--- src/assert_macros.svh ---
// Assertion macros shared by the RTL files.
`ifndef ASSERT_MACROS_SVH
`define ASSERT_MACROS_SVH
// Implication checked on every clock edge outside reset.
`define ASSERT_IMPL(label, clk, rstn, ante, cons) \
    label: assert property (@(posedge clk) disable iff (!rstn) (ante) |-> (cons)) \
        else $error("assertion failed");
// Condition that holds on every clock edge outside reset.
`define ASSERT_ALWAYS(label, clk, rstn, cond) \
    label: assert property (@(posedge clk) disable iff (!rstn) (cond)) \
        else $error("assertion failed");
`endif

--- src/wfha_ram.sv ---
// Generic single-port-write, one-read RAM with registered read data.
module wfha_ram #(
    parameter int WIDTH = 8,
    parameter int DEPTH = 16
) (
    input  logic                     aclk,
    input  logic                     we,
    input  logic [$clog2(DEPTH)-1:0] waddr,
    input  logic [WIDTH-1:0]         wdata,
    input  logic [$clog2(DEPTH)-1:0] raddr,
    output logic [WIDTH-1:0]         rdata
);
    logic [WIDTH-1:0] mem [DEPTH];

    always_ff @(posedge aclk) begin
        if (we) begin
            mem[waddr] <= wdata;
        end
        rdata <= mem[raddr];
    end
endmodule

--- config.mk ---
export PLATFORM = sky130hd
export DESIGN_NAME = wfha_ram
export DESIGN_NICKNAME = d
export VERILOG_FILES = /design/src/assert_macros.svh /design/src/wfha_ram.sv
export SDC_FILE = /design/constraint.sdc
export NUM_CORES = 1
export LEC_CHECK = 0
export BUFFER_PORTS_ARGS = -buffer_cell sky130_fd_sc_hd__buf_2
export CAP_MARGIN = 20
export CORE_ASPECT_RATIO = 1.5
export CORE_MARGIN = 5
export CORE_UTILIZATION = 45
export DETAILED_ROUTE_END_ITERATION = 7
export REMOVE_ABC_BUFFERS = 1
export SYNTH_ARGS = -nofsm -noshare
export SYNTH_HDL_FRONTEND = slang
export SYNTH_SLANG_ARGS = --single-unit
--- constraint.sdc ---
create_clock -name aclk -period 2.7 [get_ports aclk]
set_clock_uncertainty 0.15 [all_clocks]
set_input_delay 0.54 -clock aclk [delete_from_list [all_inputs] [get_ports aclk]]
set_output_delay 0.54 -clock aclk [all_outputs]
set_load 0.02 [all_outputs]
==> metrics.txt <==
# DRC 0; Flop pwr share 47.7%; share of cells above drive strength 1 31.9%; 1st-pass router iterations 4; Synthesis Warnings 0; Yosys cell types 19; CP Class primary input to flop; Layout area overhead 19.6%; Final setup viols 0; critical path launch point type primary input; Chip Width 97.3 um; Post-DP HPWL 6210 um; critical path data arrival time 1.89 ns; #FFs+latches synth 136; GR Util met2 25.8%; CP endpoint kind flop; area of the core 11100 um2; required time worst endpoint 2.84 ns; outcome finished, final reports clean; Hold Vio Cnt, Final 0; Period Utilization, post-route 64.9%; Gate power share 4.6%; DR vias 2407; Sw Pwr 0.963 mW; VDD IR max 0.458 mV; Worst-Skew Late Latency 0.40 ns; IO Port Bufs 25; met1 GRT Util 18.8%; die footprint 13700 um2; global route overflow 0; TNS Setup 0 ns; CP max FO 32; fraction of the yosys area taken by sequential cells 77.8%; TritonCTS clock tree done; antenna violations before repair 0; post-layout net count 300; Top Usage Layer GRT met2; Sequential Area 4000 um2; Ports 26; most frequent cells in the layout 128 x edfxtp_1, 25 x buf_2, 18 x mux4_2; gpl congestion 0.697; max-slew violations 0; Sw Share 19.4%; Power, Total 4.98 mW; Syn Std Cell Area 5150 um2; Final ANT Viol Nets 0; total clock sinks 136; pwr/cell area 809 nW/um2; EDFF count, synth 128; DR iter-0 viols 158; Max clock buf depth 2; CTS Buf Count 17; Setup Fix Bufs, Post-CTS 0; Finished Core Util 55.4%; Least-Margin Pin Slew 0.777 ns; top_reg_cell synth edfxtp_1; met3 usage 4.79%; Cell Rows 47; FMAX 571 MHz; vias per inst 5.45; ANT cells 0; H-tree levels 4; ys async rst share 0%; setup ws final 0.949 ns; chip height 141 um; Initial Util 46.3%; most common cell after layout, fill and taps aside edfxtp_1; Wirelength per Cell 21.8 um; root buffer cell clkbuf_16; min cycle time layout 1.75 ns; Hold Path Class primary input to flop; multi-input logic area 1060 um2; number of gates resized after CTS 0; vias in the first global route 2577; Leakage 2.11 nW; P_int 4.01 mW; Fill cells 838; pre-CTS setup slack 0.550 ns; WL final 9640 um; Relative slew margins 48.1%; Total GRT Usage 15.3%; Max Cap Viol 0; clock slew at reported path FFs 0.06 ns; first-pass GRT wire length 15100 um; synthesized area per cell 22.5 um2; Syn Inst Count 229; largest net degree at the start of global routing 33; RSZ-0062 raised after global routing no; Clock Power Share 47.7%; Hold-fix buffers, CTS 0
==> routing by layer <==
metal	up-vias	wire (um)
met5	-	0
met4	0	136
met3	10	368
met2	74	5120
met1	1242	4010
li1	1081	-
==> synthesized netlist by cell type, types with 2 or more instances <==
master           number  area (um2)
nand3b_1              2        15.0
nand2b_1              2        12.5
buf_2                 3        15.0
dfxtp_1               8         160
mux4_2               18         405
clkdlybuf4s25_2       3        30.0
mux4_1               14         368
nor2_1               13        48.8
edfxtp_1            128        3840
buf_6                 3        33.8
nor3_1                4        20.0
a22oi_1              16         120
nand2_1               9        33.8
==> layout make-up <==
cell class              count  share of cell area [%]
flip-flops and latches    136                    65.0
multi-input cells          83                    17.2
clock buffers              18                    7.13
repair buffers             44                    4.76
well taps                 147                    2.99
clock inverters            14                    2.91
==> through the flow <==
step	instance area, um2	instances	hold WS [ns]
2_1_floorplan	5060	219	0.479
3_3_place_gp	5540	410	0.504
3_5_place_dp	5540	410	0.511
4_1_cts	6160	442	0.345
5_1_grt	6160	442	0.357
6_report	6160	442	0.363
==> path summary, 6_finish.rpt <==
kind / start / end / slack (ns) / cells past startpoint
hold reg to reg: mem[15][3]$_DFFE_PP_ / rdata[3]$_DFF_P_ / 0.52 / 3
setup / recovery: raddr[0] / rdata[3]$_DFF_P_ / 0.95 / 5
hold / removal: wdata[0] / mem[4][0]$_DFFE_PP_ / 0.36 / 1
setup reg to reg: mem[1][3]$_DFFE_PP_ / rdata[3]$_DFF_P_ / 1.18 / 3
==> registers in the layout, indices dropped and copies added, names as in the netlist <==
name	count
mem	128
rdata	8
==> power by group through the flow <==
stage | registers, mW | logic [mW] | clock network, mW
2_1_floorplan | 2.43 | 0.0946 | 0
3_3_place_gp | 2.42 | 0.229 | 0
3_5_place_dp | 2.42 | 0.233 | 0
4_1_cts | 2.38 | 0.234 | 2.42
5_1_grt | 2.38 | 0.250 | 2.52
6_report | 2.37 | 0.230 | 2.37
==> worst max-delay path, stage by stage <==
cell,delay (ns)
buf_2,0.10
buf_12,0.24
mux4_1,0.61
a22oi_1,0.30
nand2_1,0.08
==> logic make-up (layout without fill, tap and decap cells) <==
group,count (synthesis),in the layout,share of synthesized area (%)
multiplexers,32,32,15.0
buffers and inverters,10,76,1.68
flip-flops,136,136,77.8
AND/OR/NAND/NOR,35,35,3.18
AO/OA/AOI/OAI,16,16,2.33
Power figures use the tool's default switching activity.
